File: src/assert_macros.svh
// assertion helper macros shared by the firing unit rtl
// no dependencies; bodies drop out when SYNTHESIS is defined
`ifndef ASSERT_MACROS_SVH
`define ASSERT_MACROS_SVH
`ifndef SYNTHESIS
// expression must hold at every clock edge out of reset
`define ASSERT_ALWAYS(lbl, clk, rst, expr) \
  lbl: assert property (@(posedge clk) disable iff (rst) (expr)) \
    else $error("assertion failed");
// consequent must hold in the same cycle as the antecedent
`define ASSERT_IMPLIES(lbl, clk, rst, ante, cons) \
  lbl: assert property (@(posedge clk) disable iff (rst) (ante) |-> (cons)) \
    else $error("assertion failed");
// consequent must hold in the cycle after the antecedent
`define ASSERT_NEXT(lbl, clk, rst, ante, cons) \
  lbl: assert property (@(posedge clk) disable iff (rst) (ante) |=> (cons)) \
    else $error("assertion failed");
`else
`define ASSERT_ALWAYS(lbl, clk, rst, expr)
`define ASSERT_IMPLIES(lbl, clk, rst, ante, cons)
`define ASSERT_NEXT(lbl, clk, rst, ante, cons)
`endif
`endif

File: src/tpaf_pkg.sv
// shared types, codes and helpers for the triac phase-angle firing unit
// no dependencies; used by tpaf_cfg, tpaf_core and the top level
`timescale 1ns / 1ps
`default_nettype none

package tpaf_pkg;

  localparam int REG_W           = 16;
  localparam int COUNT_WIDTH_DEF = 16;
  localparam int CMD_W           = 3;
  localparam int REQ_W           = 17;
  localparam int CFG_IDX_W       = 3;

  // register defaults after reset
  localparam logic [REG_W-1:0] DELAY_MAX_RST      = 16'd50000;
  localparam logic [REG_W-1:0] DELAY_PRESCALE_RST = 16'd0;
  localparam logic [REG_W-1:0] PWM_PRESCALE_RST   = 16'd10;
  localparam logic [REG_W-1:0] PWM_PERIOD_RST     = 16'd600;
  localparam logic [REG_W-1:0] PWM_HIGH_RST       = 16'd70;
  localparam logic             START_LEVEL_RST    = 1'b1;

  // run start backs the trigger delay off the half-cycle length by this much
  localparam logic [REG_W+1:0] RUN_START_MARGIN = 18'd200;

  typedef enum logic [CMD_W-1:0] {
    CMD_TICK      = 3'd0,
    CMD_EDGE      = 3'd1,
    CMD_SET_DELAY = 3'd2,
    CMD_RUN_START = 3'd3,
    CMD_RUN_STOP  = 3'd4
  } cmd_e;

  typedef enum logic [CFG_IDX_W-1:0] {
    REG_DELAY_MAX      = 3'd0,
    REG_DELAY_PRESCALE = 3'd1,
    REG_PWM_PRESCALE   = 3'd2,
    REG_PWM_PERIOD     = 3'd3,
    REG_PWM_HIGH       = 3'd4,
    REG_START_LEVEL    = 3'd5
  } cfg_idx_e;

  typedef struct packed {
    logic [REG_W-1:0] delay_max;
    logic [REG_W-1:0] delay_prescale;
    logic [REG_W-1:0] pwm_prescale;
    logic [REG_W-1:0] pwm_period;
    logic [REG_W-1:0] pwm_high;
    logic             start_level;
  } cfg_t;

  typedef struct packed {
    logic             gate_out;
    logic             burst_active;
    logic             delay_active;
    logic             stop_active;
    logic             detector_on;
    logic [REG_W-1:0] delay_now;
  } result_t;

  // limit a requested delay to 1 .. delay_max-1
  function automatic logic [REG_W-1:0] clamp_delay(input logic signed [REG_W+1:0] req,
                                                   input logic [REG_W-1:0] dmax);
    logic signed [REG_W+1:0] lim;
    lim = $signed({2'b00, dmax});
    if (req < lim) begin
      return (req > 18'sd0) ? req[REG_W-1:0] : 16'd1;
    end else begin
      return (dmax > 16'd1) ? dmax - 16'd1 : 16'd1;
    end
  endfunction

endpackage

`default_nettype wire

File: src/tpaf_cfg.sv
// configuration register file of the firing unit
// depends on tpaf_pkg for the register codes and the cfg_t bundle
`timescale 1ns / 1ps
`default_nettype none

module tpaf_cfg (
  input  wire logic                           clk,
  input  wire logic                           rst,
  input  wire logic                           cfg_we,
  input  wire logic [tpaf_pkg::CFG_IDX_W-1:0] cfg_index,
  input  wire logic [tpaf_pkg::REG_W-1:0]     cfg_data,
  output tpaf_pkg::cfg_t                      cfg
);

  tpaf_pkg::cfg_t regs;

  always_ff @(posedge clk) begin
    if (rst) begin
      regs.delay_max      <= tpaf_pkg::DELAY_MAX_RST;
      regs.delay_prescale <= tpaf_pkg::DELAY_PRESCALE_RST;
      regs.pwm_prescale   <= tpaf_pkg::PWM_PRESCALE_RST;
      regs.pwm_period     <= tpaf_pkg::PWM_PERIOD_RST;
      regs.pwm_high       <= tpaf_pkg::PWM_HIGH_RST;
      regs.start_level    <= tpaf_pkg::START_LEVEL_RST;
    end else if (cfg_we) begin
      unique case (cfg_index)
        tpaf_pkg::REG_DELAY_MAX:      regs.delay_max      <= cfg_data;
        tpaf_pkg::REG_DELAY_PRESCALE: regs.delay_prescale <= cfg_data;
        tpaf_pkg::REG_PWM_PRESCALE:   regs.pwm_prescale   <= cfg_data;
        tpaf_pkg::REG_PWM_PERIOD:     regs.pwm_period     <= cfg_data;
        tpaf_pkg::REG_PWM_HIGH:       regs.pwm_high       <= cfg_data;
        tpaf_pkg::REG_START_LEVEL:    regs.start_level    <= cfg_data[0];
        default: ;
      endcase
    end
  end

  assign cfg = regs;

endmodule

`default_nettype wire

File: src/tpaf_core.sv
// firing state and its single-pass update for one command
// depends on tpaf_pkg and assert_macros.svh
`timescale 1ns / 1ps
`default_nettype none
`include "assert_macros.svh"

module tpaf_core #(
  parameter int COUNT_WIDTH = tpaf_pkg::COUNT_WIDTH_DEF
) (
  input  wire logic                         clk,
  input  wire logic                         rst,
  input  wire tpaf_pkg::cfg_t               cfg,
  input  wire logic                         step,
  input  wire logic [tpaf_pkg::CMD_W-1:0]   cmd,
  input  wire logic                         pin_level,
  input  wire logic [tpaf_pkg::REQ_W-1:0]   delay_request,
  output tpaf_pkg::result_t                 res_next
);

  localparam int RW    = tpaf_pkg::REG_W;
  localparam int CMP_W = (COUNT_WIDTH > RW) ? COUNT_WIDTH : RW;

  logic [RW-1:0]          trigger_delay, trigger_delay_next;
  logic [RW-1:0]          delay_count, delay_count_next;
  logic [RW-1:0]          stop_count, stop_count_next;
  logic [COUNT_WIDTH-1:0] pwm_count, pwm_count_next;
  logic [COUNT_WIDTH-1:0] slow_pcnt, slow_pcnt_next;
  logic [COUNT_WIDTH-1:0] pwm_pcnt, pwm_pcnt_next;
  logic delay_on, delay_on_next;
  logic stop_on, stop_on_next;
  logic burst_on, burst_on_next;
  logic detect_en, detect_en_next;

  logic slow_step, pwm_step, delay_exp, stop_exp;
  logic signed [RW+1:0] req_ext, start_req;

  assign req_ext   = $signed({delay_request[tpaf_pkg::REQ_W-1], delay_request});
  assign start_req = $signed({2'b00, cfg.delay_max}) - $signed(tpaf_pkg::RUN_START_MARGIN);

  always_comb begin
    trigger_delay_next = trigger_delay;
    delay_count_next   = delay_count;
    stop_count_next    = stop_count;
    pwm_count_next     = pwm_count;
    slow_pcnt_next     = slow_pcnt;
    pwm_pcnt_next      = pwm_pcnt;
    delay_on_next      = delay_on;
    stop_on_next       = stop_on;
    burst_on_next      = burst_on;
    detect_en_next     = detect_en;
    slow_step          = 1'b0;
    pwm_step           = 1'b0;
    delay_exp          = 1'b0;
    stop_exp           = 1'b0;

    unique case (cmd)
      tpaf_pkg::CMD_TICK: begin
        // shared prescaler of the delay and stop counters
        if (delay_on || stop_on) begin
          if (CMP_W'(slow_pcnt) >= CMP_W'(cfg.delay_prescale)) begin
            slow_pcnt_next = '0;
            slow_step      = 1'b1;
          end else begin
            slow_pcnt_next = slow_pcnt + COUNT_WIDTH'(1);
          end
        end
        if (burst_on) begin
          if (CMP_W'(pwm_pcnt) >= CMP_W'(cfg.pwm_prescale)) begin
            pwm_pcnt_next = '0;
            pwm_step      = 1'b1;
          end else begin
            pwm_pcnt_next = pwm_pcnt + COUNT_WIDTH'(1);
          end
        end
        if (pwm_step) begin
          pwm_count_next = (CMP_W'(pwm_count) >= CMP_W'(cfg.pwm_period)) ? '0
                         : pwm_count + COUNT_WIDTH'(1);
        end
        if (slow_step && delay_on) begin
          if (delay_count == '0) delay_exp = 1'b1;
          else delay_count_next = delay_count - 16'd1;
        end
        if (slow_step && stop_on) begin
          if (stop_count == '0) stop_exp = 1'b1;
          else stop_count_next = stop_count - 16'd1;
        end
        if (delay_exp) begin
          delay_on_next = 1'b0;
          burst_on_next = 1'b1;
          pwm_pcnt_next = '0;
        end
        // stop expiry wins over a burst start on the same tick
        if (stop_exp) begin
          delay_on_next = 1'b0;
          burst_on_next = 1'b0;
          stop_on_next  = 1'b0;
        end
      end
      tpaf_pkg::CMD_EDGE: begin
        if (detect_en) begin
          burst_on_next = 1'b0;
          if (pin_level == cfg.start_level) begin
            stop_count_next  = cfg.delay_max;
            stop_on_next     = 1'b1;
            delay_count_next = trigger_delay;
            delay_on_next    = 1'b1;
            slow_pcnt_next   = '0;
          end else begin
            delay_on_next = 1'b0;
          end
        end
      end
      tpaf_pkg::CMD_SET_DELAY: begin
        trigger_delay_next = tpaf_pkg::clamp_delay(req_ext, cfg.delay_max);
      end
      tpaf_pkg::CMD_RUN_START: begin
        trigger_delay_next = tpaf_pkg::clamp_delay(start_req, cfg.delay_max);
        detect_en_next     = 1'b1;
      end
      tpaf_pkg::CMD_RUN_STOP: begin
        detect_en_next = 1'b0;
        delay_on_next  = 1'b0;
        burst_on_next  = 1'b0;
      end
      default: ;
    endcase
  end

  always_ff @(posedge clk) begin
    if (rst) begin
      trigger_delay <= tpaf_pkg::DELAY_MAX_RST;
      delay_count   <= '0;
      stop_count    <= '0;
      pwm_count     <= '0;
      slow_pcnt     <= '0;
      pwm_pcnt      <= '0;
      delay_on      <= 1'b0;
      stop_on       <= 1'b0;
      burst_on      <= 1'b0;
      detect_en     <= 1'b0;
    end else if (step) begin
      trigger_delay <= trigger_delay_next;
      delay_count   <= delay_count_next;
      stop_count    <= stop_count_next;
      pwm_count     <= pwm_count_next;
      slow_pcnt     <= slow_pcnt_next;
      pwm_pcnt      <= pwm_pcnt_next;
      delay_on      <= delay_on_next;
      stop_on       <= stop_on_next;
      burst_on      <= burst_on_next;
      detect_en     <= detect_en_next;
    end
  end

  always_comb begin
    res_next.gate_out     = burst_on_next &&
                            (CMP_W'(pwm_count_next) < CMP_W'(cfg.pwm_high));
    res_next.burst_active = burst_on_next;
    res_next.delay_active = delay_on_next;
    res_next.stop_active  = stop_on_next;
    res_next.detector_on  = detect_en_next;
    res_next.delay_now    = trigger_delay_next;
  end

  // delay phase and gate burst never overlap
  `ASSERT_ALWAYS(a_delay_burst_excl, clk, rst, !(delay_on && burst_on))
  // both firing phases live inside a running half cycle
  `ASSERT_IMPLIES(a_phase_in_half, clk, rst, delay_on || burst_on, stop_on)
  // the trigger delay is never zero
  `ASSERT_ALWAYS(a_delay_nonzero, clk, rst, trigger_delay != '0)

endmodule

`default_nettype wire

File: src/triac_phase_angle_firing_unit.sv
// triac phase-angle firing unit top level: stream ports, input and result registers
// depends on tpaf_pkg, tpaf_cfg, tpaf_core and assert_macros.svh
`timescale 1ns / 1ps
`default_nettype none
`include "assert_macros.svh"

// a beat taken on s_* waits in the input register until the result register is free
//   or being drained, is then processed into it and is offered on m_* from then on
// throughput: one beat per cycle unless m_* stalls; one single-pass state update per beat
// reset: synchronous, active high; registers take their defaults, counters
//   and run flags clear, the trigger delay takes 50000, both stages empty
module triac_phase_angle_firing_unit #(
  parameter int COUNT_WIDTH = tpaf_pkg::COUNT_WIDTH_DEF
) (
  input  wire logic                           clk,
  input  wire logic                           rst,
  // command input
  input  wire logic                           s_tvalid,
  output      logic                           s_tready,
  input  wire logic [23:0]                    s_tdata,   // pin_level[0], delay_request[17:1],
                                                         // zero
  input  wire logic [tpaf_pkg::CMD_W-1:0]     s_tuser,   // cmd[2:0]
  // result output
  output      logic                           m_tvalid,
  input  wire logic                           m_tready,
  output      logic [23:0]                    m_tdata,   // gate_out[0], burst_active[1],
                                                         // delay_active[2], stop_active[3],
                                                         // detector_on[4], delay_now[20:5]
  // configuration writes
  input  wire logic                           cfg_we,
  input  wire logic [tpaf_pkg::CFG_IDX_W-1:0] cfg_index,
  input  wire logic [tpaf_pkg::REG_W-1:0]     cfg_data
);

  tpaf_pkg::cfg_t    cfg;
  tpaf_pkg::result_t res_next;
  tpaf_pkg::result_t out_res;

  // input register
  logic                         in_valid;
  logic [tpaf_pkg::CMD_W-1:0]   in_cmd;
  logic                         in_pin;
  logic [tpaf_pkg::REQ_W-1:0]   in_req;

  logic out_valid;
  logic advance;

  // the held beat moves on when the result register is free or being drained
  assign advance  = in_valid && (!out_valid || m_tready);
  assign s_tready = !in_valid || advance;

  always_ff @(posedge clk) begin
    if (rst) begin
      in_valid <= 1'b0;
    end else if (s_tready) begin
      in_valid <= s_tvalid;
    end
  end

  always_ff @(posedge clk) begin
    if (s_tvalid && s_tready) begin
      in_cmd <= s_tuser;
      in_pin <= s_tdata[0];
      in_req <= s_tdata[17:1];
    end
  end

  tpaf_cfg u_cfg (
    .clk       (clk),
    .rst       (rst),
    .cfg_we    (cfg_we),
    .cfg_index (cfg_index),
    .cfg_data  (cfg_data),
    .cfg       (cfg)
  );

  tpaf_core #(
    .COUNT_WIDTH (COUNT_WIDTH)
  ) u_core (
    .clk           (clk),
    .rst           (rst),
    .cfg           (cfg),
    .step          (advance),
    .cmd           (in_cmd),
    .pin_level     (in_pin),
    .delay_request (in_req),
    .res_next      (res_next)
  );

  // result register: holds a beat while the sink stalls
  always_ff @(posedge clk) begin
    if (rst) begin
      out_valid <= 1'b0;
    end else if (advance) begin
      out_valid <= 1'b1;
    end else if (m_tready) begin
      out_valid <= 1'b0;
    end
  end

  always_ff @(posedge clk) begin
    if (advance) begin
      out_res <= res_next;
    end
  end

  assign m_tvalid = out_valid;
  assign m_tdata  = {3'b000, out_res.delay_now, out_res.detector_on, out_res.stop_active,
                     out_res.delay_active, out_res.burst_active, out_res.gate_out};

  // a processed beat always lands in the result register
  `ASSERT_NEXT(a_advance_fills, clk, rst, advance, out_valid)
  // a stalled result blocks the input stage from moving
  `ASSERT_IMPLIES(a_no_overwrite, clk, rst, out_valid && !m_tready, !advance)
  // the gate only drives during a burst
  `ASSERT_IMPLIES(a_gate_in_burst, clk, rst, out_valid && out_res.gate_out,
                  out_res.burst_active)

endmodule

`default_nettype wire
File: config.mk
export PLATFORM = sky130hd
export DESIGN_NAME = triac_phase_angle_firing_unit
export DESIGN_NICKNAME = d
export VERILOG_FILES = /design/src/tpaf_pkg.sv /design/src/tpaf_cfg.sv /design/src/tpaf_core.sv /design/src/triac_phase_angle_firing_unit.sv
export VERILOG_INCLUDE_DIRS = /design/src /design/src/src
export SDC_FILE = /design/constraint.sdc
export NUM_CORES = 1
export LEC_CHECK = 0
export BUFFER_PORTS_ARGS = -buffer_cell sky130_fd_sc_hd__buf_2
export CAP_MARGIN = 20
export CORE_ASPECT_RATIO = 1.5
export CORE_MARGIN = 1.5
export CORE_UTILIZATION = 23
export DETAILED_ROUTE_END_ITERATION = 6
export PLACE_DENSITY = 0.35
export SLEW_MARGIN = 20
export SYNTH_ARGS = -nofsm -noshare
export SYNTH_HDL_FRONTEND = slang
export SYNTH_SLANG_ARGS = --single-unit
export TNS_END_PERCENT = 30
File: constraint.sdc
create_clock -name clk -period 5.3 [get_ports clk]
set_clock_uncertainty 0.1 [all_clocks]
set_input_delay 0.265 -clock clk [delete_from_list [all_inputs] [get_ports clk]]
set_output_delay 0.265 -clock clk [all_outputs]
set_load 0.05 [all_outputs]
==> reports/metrics.yaml <==
cp-start-kind: "flip-flop"
grt_first_pass_wirelength_um: 74600
core_area_mm2: 0.0558
cts_resized: 0
vias: 12000
clock.fmax_mhz: 204
fin_setup_tns_ns: 0
avgSynthCellArea_um2: 7.96
overflow: 0
antenna_found_initial: 0
start_util_pct: 23.3
syn2layout_area_growth_pct: 20.1
cts_tree: "built"
p_leak_nw: 5.85
synth_area_mm2: 0.0130
cp_max_fo: 11
cap_violations: 0
final_common_cell: "nand2_1"
cp_data_arrival_time_ns: 5.10
max-clock-path-buffers: 3
async_flop_share_pct: 0
rsz0062_at_grt: "no"
netlist_instances: 1636
htree_levels: 1
hold_viol_final: 0
endpoint_kind: "flip-flop"
drc: 2
firstDrtPassIters: 7
portBuffers: 67
worst_slack_ns: 0.388
clkLatencyLatePin_ns: 0.59
fin_nets: 1878
hold_path_class: "input pin to flip-flop"
synth_flop_cell: "dfxtp_1"
power_density_mw_per_mm2: 277
grt_max_degree: 81
ys_seq_elements: 225
drive_gt1_share_pct: 9.90
cts.sinks: 225
seq_area_frac_synth_pct: 37.8
row_count: 106
mostFrequentLayoutCells: "277 x nand2_1, 183 x dfxtp_1, 152 x a21oi_1"
ios: 77
status: "complete, but fails checks"
synth_edf_count: 42
routedWlPerCell_um: 19.7
root_buffer: "clkbuf_16"
maxSlewHeadroom_pct: 34.5
setup_viol: 0
tightest_slew_ns: 0.983
first_global_vias: 11900
numCtsBuffers: 29
cts_hold_buf: 43
synthDistinctLibCells: 75
violations: "design-rule violations"
dieArea_mm2: 0.0581
cp_data_required_time_ns: 5.49
avgViaCountPerCell: 4.77
post_cts_buffers: 0
diodes: 0
critical_path_class: "flip-flop to flip-flop"
place_ws_ns: 0.388
ant_nets: 0
routed_wirelength_um: 49600
path_clk_slew_ns: 0.06
die_h_um: 294
gp_congestion: 0.883
final_cells: 2513
dp_cells: 2416
drt-initial-drc-count: 500
die_w_um: 197
synth.yosys.warnings: 0
holdWs_ns: 0.108
grt_usage_pct: 17.0
post-route-period-util_pct: 92.7
final_max_slew_viol_count: 0
finalCriticalPeriod_ns: 4.91
peakVddDrop_v: 0.000249
fin_util_pct: 28.0
dp_hpwl_um: 37200
critical path, stage by stage (launching register included):
cell	delay (ns)
dfxtp_1	0.33
inv_1	0.05
ha_1	0.28
and4_1	0.21
nand3_1	0.14
or2_2	0.30
o21ai_0	0.46
and2_1	0.53
and2_1	0.47
buf_4	0.22
nor2_1	0.05
ha_1	0.27
nand2_1	0.06
or3_1	0.42
nor4_1	0.34
a211oi_1	0.08
o221ai_1	0.11
a21o_1	0.13
a211oi_1	0.06
synthesized netlist by cell type, drive strengths merged, types with 6 or more instances:
library cell  count  area share, %
o211ai           25            1.5
nand4            25            1.2
o21ai            83            3.2
xnor2            35            2.4
a21oi           153            5.9
inv             103            3.0
or3              18           0.86
dfxtp           183             28
or4               9           0.52
or2               8           0.38
nand2           278            8.0
clkbuf           71            2.0
nor2b             9           0.43
a221oi            6           0.40
ha               93            8.9
edfxtp           42            9.7
o21a             15           0.86
and4              7           0.47
a22oi             8           0.46
buf              12           0.46
nor2            139            4.0
a31oi            12           0.58
nor3             39            1.5
nor4             25            1.4
and2             14           0.67
xor2             21            1.4
mux2i             6           0.46
a21o             24            1.4
nand2b           17           0.82
a211oi           20            1.2
and3             14           0.67
nand3            42            1.6
registers in the layout (all words and copies together), names as in the netlist, 3 cells and up:
register and count:
m_tdata 21, u_cfg.cfg 81, u_core.pwm_count 16, u_core.pwm_pcnt 16
in_cmd 3, u_core.stop_count 16, u_core.delay_count 16, u_core.slow_pcnt 16
u_core.trigger_delay 16, in_req 17
kinds of logic after synthesis:
group / after synthesis / synth area share (%)
other: 1 / 0.0288
adder cells (fa/ha/maj): 93 / 8.93
buffers and inverters: 186 / 5.48
XOR/XNOR: 56 / 3.77
AO/OA/AOI/OAI: 412 / 20.0
flip-flops: 225 / 37.8
AND/OR/NAND/NOR: 654 / 23.3
multiplexers: 9 / 0.721
path summary, 6_finish.rpt:
kind                       from       endpoint  slack (ns)  depth (start not counted)
setup / recovery  u_cfg.cfg[46]     m_tdata[0]        0.39                         18
hold / removal     cfg_index[1]   u_cfg.cfg[0]        0.11                          5
setup reg to reg  u_cfg.cfg[46]     m_tdata[0]        0.39                         18
hold reg to reg   u_cfg.cfg[16]  u_cfg.cfg[16]        0.35                          2
per-layer routing:
metal,track usage (%),wire length (um),part of all wire (%)
met4,6.65,1870,3.8
met5,0,0,0
met2,32.9,26800,54
met3,1.73,1310,2.6
met1,18.6,19700,40
area by class of cell:
class / count / area, um2
sequential: 225 / 4920
inverter: 103 / 387
clock buffer: 37 / 766
multi-input combinational: 1227 / 7390
timing repair buffer: 148 / 1050
tap: 756 / 946
clock inverter: 17 / 165
fill: 6119 / 40200
report_power, final:
group	leakage [nW]	total (mW)	switching (mW)	internal [mW]
Sequential	1.88	1.84	0.0436	1.79
Clock	0.459	2.00	0.833	1.16
Combinational	3.51	0.493	0.326	0.167
Total	5.85	4.33	1.20	3.12
through the flow:
stage	instance area, um2	total power, mW
3_3_place_gp	14300	2.35
2_1_floorplan	13000	2.16
3_5_place_dp	14300	2.35
6_report	15600	4.33
5_1_grt	15600	4.52
4_1_cts	15600	4.42
No activity file was read; power rests on OpenSTA's default activity.
